===== src/alle_pkg.sv =====
`default_nettype none
package alle_pkg;

    localparam int LINK_W = 7;
    localparam int DATA_W = 32;
    localparam logic [LINK_W-1:0] NULL_LINK = 7'd127;

    typedef enum logic [1:0] {
        KIND_ADD_HEAD = 2'd0,
        KIND_ADD_TAIL = 2'd1,
        KIND_DELETE   = 2'd2,
        KIND_READ_OUT = 2'd3
    } kind_t;

    typedef enum logic [1:0] {
        STATUS_OK        = 2'd0,
        STATUS_NOT_FOUND = 2'd1,
        STATUS_EMPTY     = 2'd2,
        STATUS_FULL      = 2'd3
    } status_t;

    typedef enum logic [1:0] {
        S_IDLE  = 2'd0,
        S_START = 2'd1,
        S_WALK  = 2'd2
    } state_t;

    typedef struct packed {
        logic              rd_en;
        logic [LINK_W-1:0] rd_addr;
        logic              wr_value_en;
        logic              wr_link_en;
        logic [LINK_W-1:0] wr_addr;
        logic [DATA_W-1:0] wr_value;
        logic [LINK_W-1:0] wr_link;
    } mem_req_t;

    typedef struct packed {
        logic              valid;
        status_t           status;
        logic [DATA_W-1:0] data;
        logic              last;
    } emit_t;

endpackage
`default_nettype wire


===== src/alle_store.sv =====
`default_nettype none
module alle_store #(
    parameter int CAPACITY = 64
) (
    input  wire logic                         aclk,
    input  wire alle_pkg::mem_req_t           req,
    output logic [alle_pkg::DATA_W-1:0]       rd_value,
    output logic [alle_pkg::LINK_W-1:0]       rd_link
);
    import alle_pkg::*;

    localparam int SLOT_W = (CAPACITY > 1) ? $clog2(CAPACITY) : 1;

    logic [DATA_W-1:0] value_mem [CAPACITY];
    logic [LINK_W-1:0] link_mem  [CAPACITY];

    always_ff @(posedge aclk) begin
        if (req.wr_value_en) begin
            value_mem[req.wr_addr[SLOT_W-1:0]] <= req.wr_value;
        end
        if (req.wr_link_en) begin
            link_mem[req.wr_addr[SLOT_W-1:0]] <= req.wr_link;
        end
    end

    always_ff @(posedge aclk) begin
        if (req.rd_en) begin
            rd_value <= value_mem[req.rd_addr[SLOT_W-1:0]];
            rd_link  <= link_mem[req.rd_addr[SLOT_W-1:0]];
        end
    end

endmodule
`default_nettype wire


===== src/alle_ctrl.sv =====
`default_nettype none
module alle_ctrl #(
    parameter int CAPACITY = 64
) (
    input  wire logic                         aclk,
    input  wire logic                         aresetn,
    input  wire logic                         req_valid,
    output logic                              req_ready,
    input  wire alle_pkg::kind_t              req_kind,
    input  wire logic [alle_pkg::DATA_W-1:0]  req_value,
    input  wire logic                         out_free,
    output alle_pkg::emit_t                   emit,
    output alle_pkg::mem_req_t                mem,
    input  wire logic [alle_pkg::DATA_W-1:0]  rd_value,
    input  wire logic [alle_pkg::LINK_W-1:0]  rd_link
);
    import alle_pkg::*;

    state_t            state_reg, state_next;
    kind_t             op_reg, op_next;
    logic [DATA_W-1:0] val_reg, val_next;
    logic [LINK_W-1:0] head_reg, head_next;
    logic [LINK_W-1:0] fill_reg, fill_next;
    logic [LINK_W-1:0] node_reg, node_next;
    logic [LINK_W-1:0] prev_reg, prev_next;
    logic              first_reg, first_next;

    logic is_add, full, head_null, link_null, hit;

    assign is_add    = (op_reg == KIND_ADD_HEAD) || (op_reg == KIND_ADD_TAIL);
    assign full      = fill_reg >= LINK_W'(CAPACITY);
    assign head_null = head_reg == NULL_LINK;
    assign link_null = rd_link == NULL_LINK;
    assign hit       = rd_value == val_reg;
    assign req_ready = state_reg == S_IDLE;

    always_ff @(posedge aclk) begin
        if (!aresetn) begin
            state_reg <= S_IDLE;
            head_reg  <= NULL_LINK;
            fill_reg  <= '0;
        end else begin
            state_reg <= state_next;
            head_reg  <= head_next;
            fill_reg  <= fill_next;
        end
    end

    always_ff @(posedge aclk) begin
        op_reg    <= op_next;
        val_reg   <= val_next;
        node_reg  <= node_next;
        prev_reg  <= prev_next;
        first_reg <= first_next;
    end

    always_comb begin
        state_next = state_reg;
        case (state_reg)
            S_IDLE: begin
                if (req_valid) begin
                    state_next = S_START;
                end
            end
            S_START: begin
                if (is_add && full) begin
                    if (out_free) state_next = S_IDLE;
                end else if (op_reg == KIND_ADD_HEAD) begin
                    if (out_free) state_next = S_IDLE;
                end else if (head_null) begin
                    if (out_free) state_next = S_IDLE;
                end else begin
                    state_next = S_WALK;
                end
            end
            S_WALK: begin
                case (op_reg)
                    KIND_ADD_TAIL: begin
                        if (link_null && out_free) state_next = S_IDLE;
                    end
                    KIND_DELETE: begin
                        if ((hit || link_null) && out_free) state_next = S_IDLE;
                    end
                    default: begin
                        if (link_null && out_free) state_next = S_IDLE;
                    end
                endcase
            end
            default: state_next = S_IDLE;
        endcase
    end

    always_comb begin
        op_next    = op_reg;
        val_next   = val_reg;
        head_next  = head_reg;
        fill_next  = fill_reg;
        node_next  = node_reg;
        prev_next  = prev_reg;
        first_next = first_reg;
        emit       = '{valid: 1'b0, status: STATUS_OK, data: '0, last: 1'b1};
        mem        = '0;
        mem.wr_addr  = fill_reg;
        mem.wr_value = val_reg;
        mem.wr_link  = NULL_LINK;
        case (state_reg)
            S_IDLE: begin
                if (req_valid) begin
                    op_next  = req_kind;
                    val_next = req_value;
                end
            end
            S_START: begin
                if (is_add && full) begin
                    emit.valid  = out_free;
                    emit.status = STATUS_FULL;
                end else if (op_reg == KIND_ADD_HEAD) begin
                    if (out_free) begin
                        mem.wr_value_en = 1'b1;
                        mem.wr_link_en  = 1'b1;
                        mem.wr_link     = head_reg;
                        head_next       = fill_reg;
                        fill_next       = fill_reg + 1'b1;
                        emit.valid      = 1'b1;
                    end
                end else if (head_null) begin
                    if (op_reg == KIND_ADD_TAIL) begin
                        if (out_free) begin
                            mem.wr_value_en = 1'b1;
                            mem.wr_link_en  = 1'b1;
                            head_next       = fill_reg;
                            fill_next       = fill_reg + 1'b1;
                            emit.valid      = 1'b1;
                        end
                    end else begin
                        emit.valid  = out_free;
                        emit.status = STATUS_EMPTY;
                    end
                end else begin
                    if (op_reg == KIND_ADD_TAIL) begin
                        mem.wr_value_en = 1'b1;
                        mem.wr_link_en  = 1'b1;
                    end
                    mem.rd_en   = 1'b1;
                    mem.rd_addr = head_reg;
                    node_next   = head_reg;
                    first_next  = 1'b1;
                end
            end
            S_WALK: begin
                case (op_reg)
                    KIND_ADD_TAIL: begin
                        if (link_null) begin
                            if (out_free) begin
                                mem.wr_link_en = 1'b1;
                                mem.wr_addr    = node_reg;
                                mem.wr_link    = fill_reg;
                                fill_next      = fill_reg + 1'b1;
                                emit.valid     = 1'b1;
                            end
                        end else begin
                            mem.rd_en   = 1'b1;
                            mem.rd_addr = rd_link;
                            prev_next   = node_reg;
                            node_next   = rd_link;
                            first_next  = 1'b0;
                        end
                    end
                    KIND_DELETE: begin
                        if (hit) begin
                            if (out_free) begin
                                if (first_reg) begin
                                    head_next = rd_link;
                                end else begin
                                    mem.wr_link_en = 1'b1;
                                    mem.wr_addr    = prev_reg;
                                    mem.wr_link    = rd_link;
                                end
                                emit.valid = 1'b1;
                            end
                        end else if (link_null) begin
                            emit.valid  = out_free;
                            emit.status = STATUS_NOT_FOUND;
                        end else begin
                            mem.rd_en   = 1'b1;
                            mem.rd_addr = rd_link;
                            prev_next   = node_reg;
                            node_next   = rd_link;
                            first_next  = 1'b0;
                        end
                    end
                    default: begin
                        if (out_free) begin
                            emit.valid = 1'b1;
                            emit.data  = rd_value;
                            emit.last  = link_null;
                            if (!link_null) begin
                                mem.rd_en   = 1'b1;
                                mem.rd_addr = rd_link;
                                prev_next   = node_reg;
                                node_next   = rd_link;
                                first_next  = 1'b0;
                            end
                        end
                    end
                endcase
            end
            default: begin
            end
        endcase
    end

endmodule
`default_nettype wire


===== src/array_linked_list_engine.sv =====
`default_nettype none
// Channel  Dir  tdata              tuser          tlast
// s_axis   in   [31:0] value       [1:0] kind     -
// m_axis   out  [31:0] data        [1:0] status   last of request
//
// A request is taken only when the engine is idle. Add at head, a full or
// empty case finish in the start state; tail add, delete and read out walk
// the list, one store read per node.
// Reset (aresetn low, synchronous) empties the list; the stores need no clear.
// A stalled m_axis holds a read-out walk in place until the result register frees; tail add and delete wait to emit.
module array_linked_list_engine #(
    parameter int CAPACITY = 64
) (
    input  wire logic        aclk,
    input  wire logic        aresetn,
    input  wire logic        s_axis_tvalid,
    output logic             s_axis_tready,
    input  wire logic [31:0] s_axis_tdata,   // [31:0] value
    input  wire logic [1:0]  s_axis_tuser,   // [1:0] kind
    output logic             m_axis_tvalid,
    input  wire logic        m_axis_tready,
    output logic [31:0]      m_axis_tdata,   // [31:0] data
    output logic [1:0]       m_axis_tuser,   // [1:0] status
    output logic             m_axis_tlast
);
    import alle_pkg::*;

    mem_req_t          mem;
    emit_t             emit;
    logic [DATA_W-1:0] rd_value;
    logic [LINK_W-1:0] rd_link;
    logic              out_free;

    logic              m_valid_reg, m_valid_next;
    logic [DATA_W-1:0] m_data_reg, m_data_next;
    status_t           m_status_reg, m_status_next;
    logic              m_last_reg, m_last_next;

    assign out_free = !m_valid_reg || m_axis_tready;

    alle_ctrl #(
        .CAPACITY(CAPACITY)
    ) u_ctrl (
        .aclk      (aclk),
        .aresetn   (aresetn),
        .req_valid (s_axis_tvalid),
        .req_ready (s_axis_tready),
        .req_kind  (kind_t'(s_axis_tuser)),
        .req_value (s_axis_tdata),
        .out_free  (out_free),
        .emit      (emit),
        .mem       (mem),
        .rd_value  (rd_value),
        .rd_link   (rd_link)
    );

    alle_store #(
        .CAPACITY(CAPACITY)
    ) u_store (
        .aclk     (aclk),
        .req      (mem),
        .rd_value (rd_value),
        .rd_link  (rd_link)
    );

    always_comb begin
        m_valid_next  = m_valid_reg && !m_axis_tready;
        m_data_next   = m_data_reg;
        m_status_next = m_status_reg;
        m_last_next   = m_last_reg;
        if (emit.valid) begin
            m_valid_next  = 1'b1;
            m_data_next   = emit.data;
            m_status_next = emit.status;
            m_last_next   = emit.last;
        end
    end

    always_ff @(posedge aclk) begin
        if (!aresetn) begin
            m_valid_reg <= 1'b0;
        end else begin
            m_valid_reg <= m_valid_next;
        end
    end

    always_ff @(posedge aclk) begin
        m_data_reg   <= m_data_next;
        m_status_reg <= m_status_next;
        m_last_reg   <= m_last_next;
    end

    assign m_axis_tvalid = m_valid_reg;
    assign m_axis_tdata  = m_data_reg;
    assign m_axis_tuser  = m_status_reg;
    assign m_axis_tlast  = m_last_reg;

endmodule
`default_nettype wire


===== config.mk =====
export PLATFORM = sky130hd
export DESIGN_NAME = array_linked_list_engine
export DESIGN_NICKNAME = d
export VERILOG_FILES = /design/src/alle_pkg.sv /design/src/alle_store.sv /design/src/alle_ctrl.sv /design/src/array_linked_list_engine.sv
export SDC_FILE = /design/constraint.sdc
export NUM_CORES = 2
export LEC_CHECK = 0
export BUFFER_PORTS_ARGS = -buffer_cell sky130_fd_sc_hd__buf_2
export CORE_MARGIN = 10
export CORE_UTILIZATION = 24
export DETAILED_ROUTE_END_ITERATION = 10
export SYNTH_ARGS = -nofsm -noshare
export SYNTH_HDL_FRONTEND = slang
export SYNTH_SLANG_ARGS = --single-unit

===== constraint.sdc =====
create_clock -name aclk -period 6 [get_ports aclk]
set_input_delay 1.2 -clock aclk [delete_from_list [all_inputs] [get_ports aclk]]
set_output_delay 1.2 -clock aclk [all_outputs]
set_load 0.01 [all_outputs]

Word-level counts from Yosys, hierarchy flattened --
Memory sizes are Yosys's and may differ from the RTL's. A register that Yosys moved wholly into a read port is not among the register bits. Index checks and enable logic that the tools add are counted.
Word-level totals: word-level logic and storage cells 160, memories kept 2, flip-flop bits (word level) 101, memory bits (writable) 2496, bits of input ports 38
Memories:
- u_store.value_mem | words 64, bits a word 32, read ports 1, clocked after Yosys merged registers in 1, write ports 1, RTL line alle_store.sv:14 | logic [DATA_W-1:0] value_mem [CAPACITY];
- u_store.link_mem | words 64, bits a word 7, read ports 1, clocked after Yosys merged registers in 1, write ports 1, RTL line alle_store.sv:15 | logic [LINK_W-1:0] link_mem [CAPACITY];
Cells by class: $add $sub $neg 1, multiplexer cells 98, reductions and logical operators 20, magnitude comparators 1, eq/ne operators 24, bitwise logic cells 2
Operator list (number):
- 7-bit 2-to-1 mux | 33
- 7-bit one-hot mux with 2 select lines | 7
- 8-bit 2-to-1 mux | 10
- 8-bit one-hot mux with 2 select lines | 3
- 2-bit 2-to-1 mux | 17
- 32-bit equality test | 1
- 1-bit 2-to-1 mux | 17
- 7-bit equality test (second input constant) | 2
- 2-bit by 1-bit != test with 1-bit output (second input constant) | 6
- 6-bit AND reduction | 2
- 10-bit 2-to-1 mux | 1
- 2-bit != test (second input constant) | 5
- 3-bit 2-to-1 mux | 3
- 3-bit by 1-bit != test with 1-bit output (second input constant) | 3
- 1-bit one-hot mux with 2 select lines | 4
- 8-bit AND reduction | 1
- 7-bit by 1-bit adder with 7-bit output (second input constant) | 1
- 7-bit greater-or-equal comparator (second input constant) | 1
- 6-bit 2-to-1 mux | 1
- 2-bit one-hot mux with 3 select lines | 1
- 3-bit one-hot mux with 2 select lines | 1
- 3-bit AND reduction | 2
- 2-bit by 1-bit equality test with 1-bit output (second input constant) | 2
- 2-bit equality test (second input constant) | 2
- other kinds (12) | 20

Logic depth before layout (Yosys ltp) --
depth after elaboration 10, mapped depth 18, gate-level depth less buffers 12

By module --
From an unflattened synthesis, not the netlist that was laid out.
Unflattened totals: cells, all modules 4539, area total of the unflattened synthesis 101768.9 um2
Modules (own cells, without submodules):
- alle_store | cells an instance 4108, area each 96772.8 um2, instances 1
- alle_ctrl | cells an instance 392, area each 3896.2 um2, instances 1
- array_linked_list_engine | cells an instance 39, area each 1099.8 um2, instances 1

Least setup slack after synthesis --
OpenSTA, ideal clock, no wires.
path kind reg-to-reg, start point register u_ctrl.val_reg[30], end point register m_data_reg[0] (netlist: m_axis_tdata[0]) (enable), stages on the path, launching flop included 10, data arrival time 5376 ps, library setup time 483 ps, path slack 141 ps, cell sequence edfxtp_1 > xnor2_1 > nand4_1 > or4_1 > clkbuf_1 > nor2_4 > nor2_1 > o21ai_0 > nand2_1 > a211oi_1
RTL lines:
- from (decl) | RTL line alle_ctrl.sv:21 | logic [DATA_W-1:0] val_reg, val_next;
- from (signal assigned) | RTL line alle_ctrl.sv:51 | val_reg <= val_next;
- to (signal assigned) | RTL line array_linked_list_engine.sv:88 | m_data_reg <= m_data_next;
- to (decl) | RTL line array_linked_list_engine.sv:35 | logic [DATA_W-1:0] m_data_reg, m_data_next;

Final worst setup path --
start point register u_store.rd_value[17] (netlist name), read port of u_store.value_mem, end point register u_store.rd_value[30] (netlist name), read port of u_store.value_mem, data pin
Between the ends: longest elaborated chain between the ends 4
Ends and longest elaborated chain:
- from (decl) | RTL line alle_store.sv:7 | output logic [alle_pkg::DATA_W-1:0] rd_value,
- 32-bit equality test | RTL line alle_ctrl.sv:34 | assign hit = rd_value == val_reg;
- 8-bit 2-to-1 mux | RTL line alle_ctrl.sv:170 | if (hit) begin
- 8-bit one-hot mux with 2 select lines | RTL line alle_ctrl.sv:151 | case (op_reg)
- 8-bit one-hot mux with 2 select lines | RTL line alle_ctrl.sv:106 | case (state_reg)
No other way between the ends. A chain may end at the register's enable or synchronous reset.

==> impl_metrics.toml <==
[floorplan]
start_util_pct = 24.1
die_h_um = 681
die_w_um = 681
coreArea_um2 = 435000
die-area_um2 = 463000
pin_count = 75
rows = 242

[grt]
antenna_found_initial = 38
track_usage_pct = 14.5
grt_max_degree = 165
grt_pass1_vias = 66200
grt_overflow_total = 0
grt_pass1_wl_mm = 495

[critical_path]
cp.arrival_ns = 6.75
r2r_end = "u_store.rd_value[30]"
cp_max_fo = 16
crit_buf_inv = 3
worstPathCellList = "xnor2_1 > nand4_1 > nor4_4 > a21oi_1 > o21ai_4 > buf_4 > nand2_8 > buf_12 > buf_4 > o32ai_1 > nor4_1 > o21ai_0 > and3_1"
max_stage_delay_ns = 1.09
startpoint_type = "register"
slowest_stage = "o21ai_0"
cp.required_ns = 6.67
rrSetupSlack_ns = -0.08
r2r_cells = 13
crit_type = "register to register"
crit_family = "simple AND/OR/NAND/NOR gates"
cp-end-kind = "register"
crit_top_cell = "buf_4"
rr_startpoint = "u_store.rd_value[17]"

[timing]
fmax_mhz = 164
hold_violations = 0
setup_viol = 1
finClkSkew_ns = 0.0556
slew_headroom_pct = 4.47
min_period_ns = 6.08
worstMarginPinSlew_ns = 1.42
drv_slew = 0
rsz0062_at_grt = "false"
fin_tns_setup_ns = -0.0802
layout_setup_ws_ns = -0.0802
finalCritPeriodShare_pct = 101

[run]
cap_violations = 0

[cts]
cts_resized = 0
cts_made_buffers = 292
clk_pin_slew_worst_paths_ns = 0.07
cts_tree = "built"
clk_latency_ns = 0.94
hold_buffers = 0
clk_path_buf_depth = 4
cts_setup_buffers = 0
cts_sinks = 2634
htree_levels = 5
root_buffer = "clkbuf_16"

[cells_and_area]
largest_reg_flops = 2048
fin_util_pct = 29.3
nets = 7607
final_cell_area_um2 = 127000
layout-drive-gt1-share_pct = 17.4
area_growth_pct = 21.5

[power_and_ir_drop]
p_sw_uw = 10700
swShare_pct = 25.0
combPwrFrac_pct = 11.0
power_density_nw_per_um2 = 335
vdd_drop_max_mv = 0.331
power_uw = 42600
leakagePower_uw = 0.0415
pwr-share-seq_pct = 48.9
p_clk_share_pct = 40.1
internal_power_uw = 31900

[drt]
viasPerCell = 5.11
vias = 69000
wl_mm = 354
dr.pass1.iters = 8
detail_route.wl_per_cell_um = 26.2
drtIter0Drc = 9898
postRouteAntennaNets = 0
drc = 0

[placement]
dp_slack_ns = 0.184
port_buffers = 74
hpwl_mm = 217
post_dp_cell_area_um2 = 118000
routabilityCongestion = 0.887

[yosys]
syn_area_um2 = 105000
synthXorXnorAreaFrac_pct = 0.318
synth_nets = 7049
synthFlopType = "edfxtp_1"
synth_cell_type_count = 82
synthSimpleGateAreaFrac_pct = 8.83
synth_compound_area_share_pct = 8.86
yosysWarnings = 0
avgSynthCellArea_um2 = 15.0
synth_edf_count = 2617
synth_seq_cells = 2634
synthMuxAreaShare_pct = 4.22
synth_seq_area_share_pct = 75.4
syn_inst = 7004
async_reset_ff_share_pct = 0
synthAdderAreaFrac_pct = 0.0836
synth_top_family_by_area = "compound AO/OA/AOI/OAI gates"

[min_path]
hold_end = "u_ctrl.val_reg[26]"
min_from = "s_axis_tdata[26]"
min_path_type = "primary input to register"
hold_depth = 1

[outcome]
violations = "negative setup slack"
status = "finished, violations left"
[cells in the mapped netlist (40+ instances only)]
library cell	count	area share [%]
a21oi_1	383	1.8
and2_1	46	0.27
buf_2	139	0.66
buf_4	40	0.29
clkbuf_1	299	1.1
edfxtp_1	2617	75
inv_1	46	0.16
mux2_2	52	0.56
mux2i_1	327	3.1
nand2_1	568	2.0
nand3_1	63	0.30
nand4_1	43	0.26
nor2_1	400	1.4
nor3_1	349	1.7
nor4_1	117	0.70
o211ai_1	122	0.87
o21ai_0	305	1.5
o22ai_1	199	1.2
o311ai_0	55	0.46
o31ai_1	56	0.40
o32ai_1	99	0.83
or3_1	172	1.0
or4_1	70	0.50
[cell families after synthesis]
family / after synthesis
compound gates: 1446
xor+xnor: 38
fa+ha+maj: 7
buf+inv: 564
flops: 2634
mux: 404
simple gates: 1911
[power groups by stage]
| stage | sequential [µW] | combinational [µW] | clock [µW] |
|---|---|---|---|
| floorplan | 21300 | 2240 | 0 |
| global placement | 21200 | 4540 | 0 |
| detailed placement | 21200 | 4610 | 0 |
| CTS | 20800 | 4620 | 17200 |
| global route | 20800 | 4920 | 18000 |
| finish | 20800 | 4690 | 17100 |
[through the flow]
| step | cells | hold slack (ns) |
|---|---|---|
| 4_1_cts | 13500 | 0.391 |
| 3_3_place_gp | 13000 | 0.432 |
| 3_5_place_dp | 13000 | 0.441 |
| 2_1_floorplan | 7004 | 0.426 |
| 6_report | 13500 | 0.435 |
| 5_1_grt | 13500 | 0.414 |
[cell type report]
cell class | instances | area [µm²]
Fill cell | 42800 | 307000
Clock buffer | 361 | 7790
Sequential cell | 2634 | 78900
Multi-Input combinational cell | 3806 | 24100
Antenna cell | 13 | 32.5
Timing Repair Buffer | 781 | 7930
Clock inverter | 139 | 1150
Tap cell | 5734 | 7170
Inverter | 47 | 184
[cells in the final DEF (no fill, tap or decap), drive strengths merged, types with 9 or more instances in the layout]
master | Yosys | routed
a211oi | 26 | 26
a21oi | 384 | 384
a221oi | 10 | 10
a22oi | 22 | 22
a311oi | 20 | 20
a31oi | 18 | 18
a32oi | 11 | 11
and2 | 47 | 47
and3 | 18 | 18
buf | 218 | 781
bufinv | 0 | 19
clkbuf | 299 | 361
clkinv | 1 | 109
dfxtp | 17 | 17
diode | 0 | 13
edfxtp | 2617 | 2617
inv | 46 | 54
mux2 | 52 | 52
mux2i | 327 | 327
mux4 | 25 | 25
nand2 | 571 | 571
nand3 | 63 | 63
nand4 | 43 | 43
nor2 | 401 | 401
nor3 | 349 | 349
nor4 | 120 | 120
nor4b | 20 | 20
o2111ai | 9 | 9
o211ai | 122 | 122
o21ai | 310 | 310
o21bai | 9 | 9
o221ai | 13 | 13
o22a | 15 | 15
o22ai | 199 | 199
o311ai | 56 | 56
o31ai | 56 | 56
o32ai | 99 | 99
or3 | 172 | 172
or4 | 70 | 70
xnor2 | 38 | 38
[layer usage]
metal	routed length (µm)	GRT usage [%]	vias to the layer above	share of wire (%)
met4	15600	5.93	20	4.4
met3	42900	4.01	808	12
met2	156000	22.2	4356	44
met1	139000	19.4	35100	39
met5	136	0	-	0.038
li1	-	-	28700	-
[how the worst max path moves through the flow]
stage,startpoint,endpoint,cells after the start
after global routing,u_store.rd_value[17],u_store.rd_value[30],13
after global placement,m_axis_tready,u_store.rd_value[30],14
after detailed placement,m_axis_tready,u_store.rd_value[30],13
after CTS,u_store.rd_value[17],u_store.rd_value[30],13
final,u_store.rd_value[17],u_store.rd_value[30],13
after floorplan,u_ctrl.val_reg[30],m_axis_tdata[0],9
(Power assumes the default switching activity.)
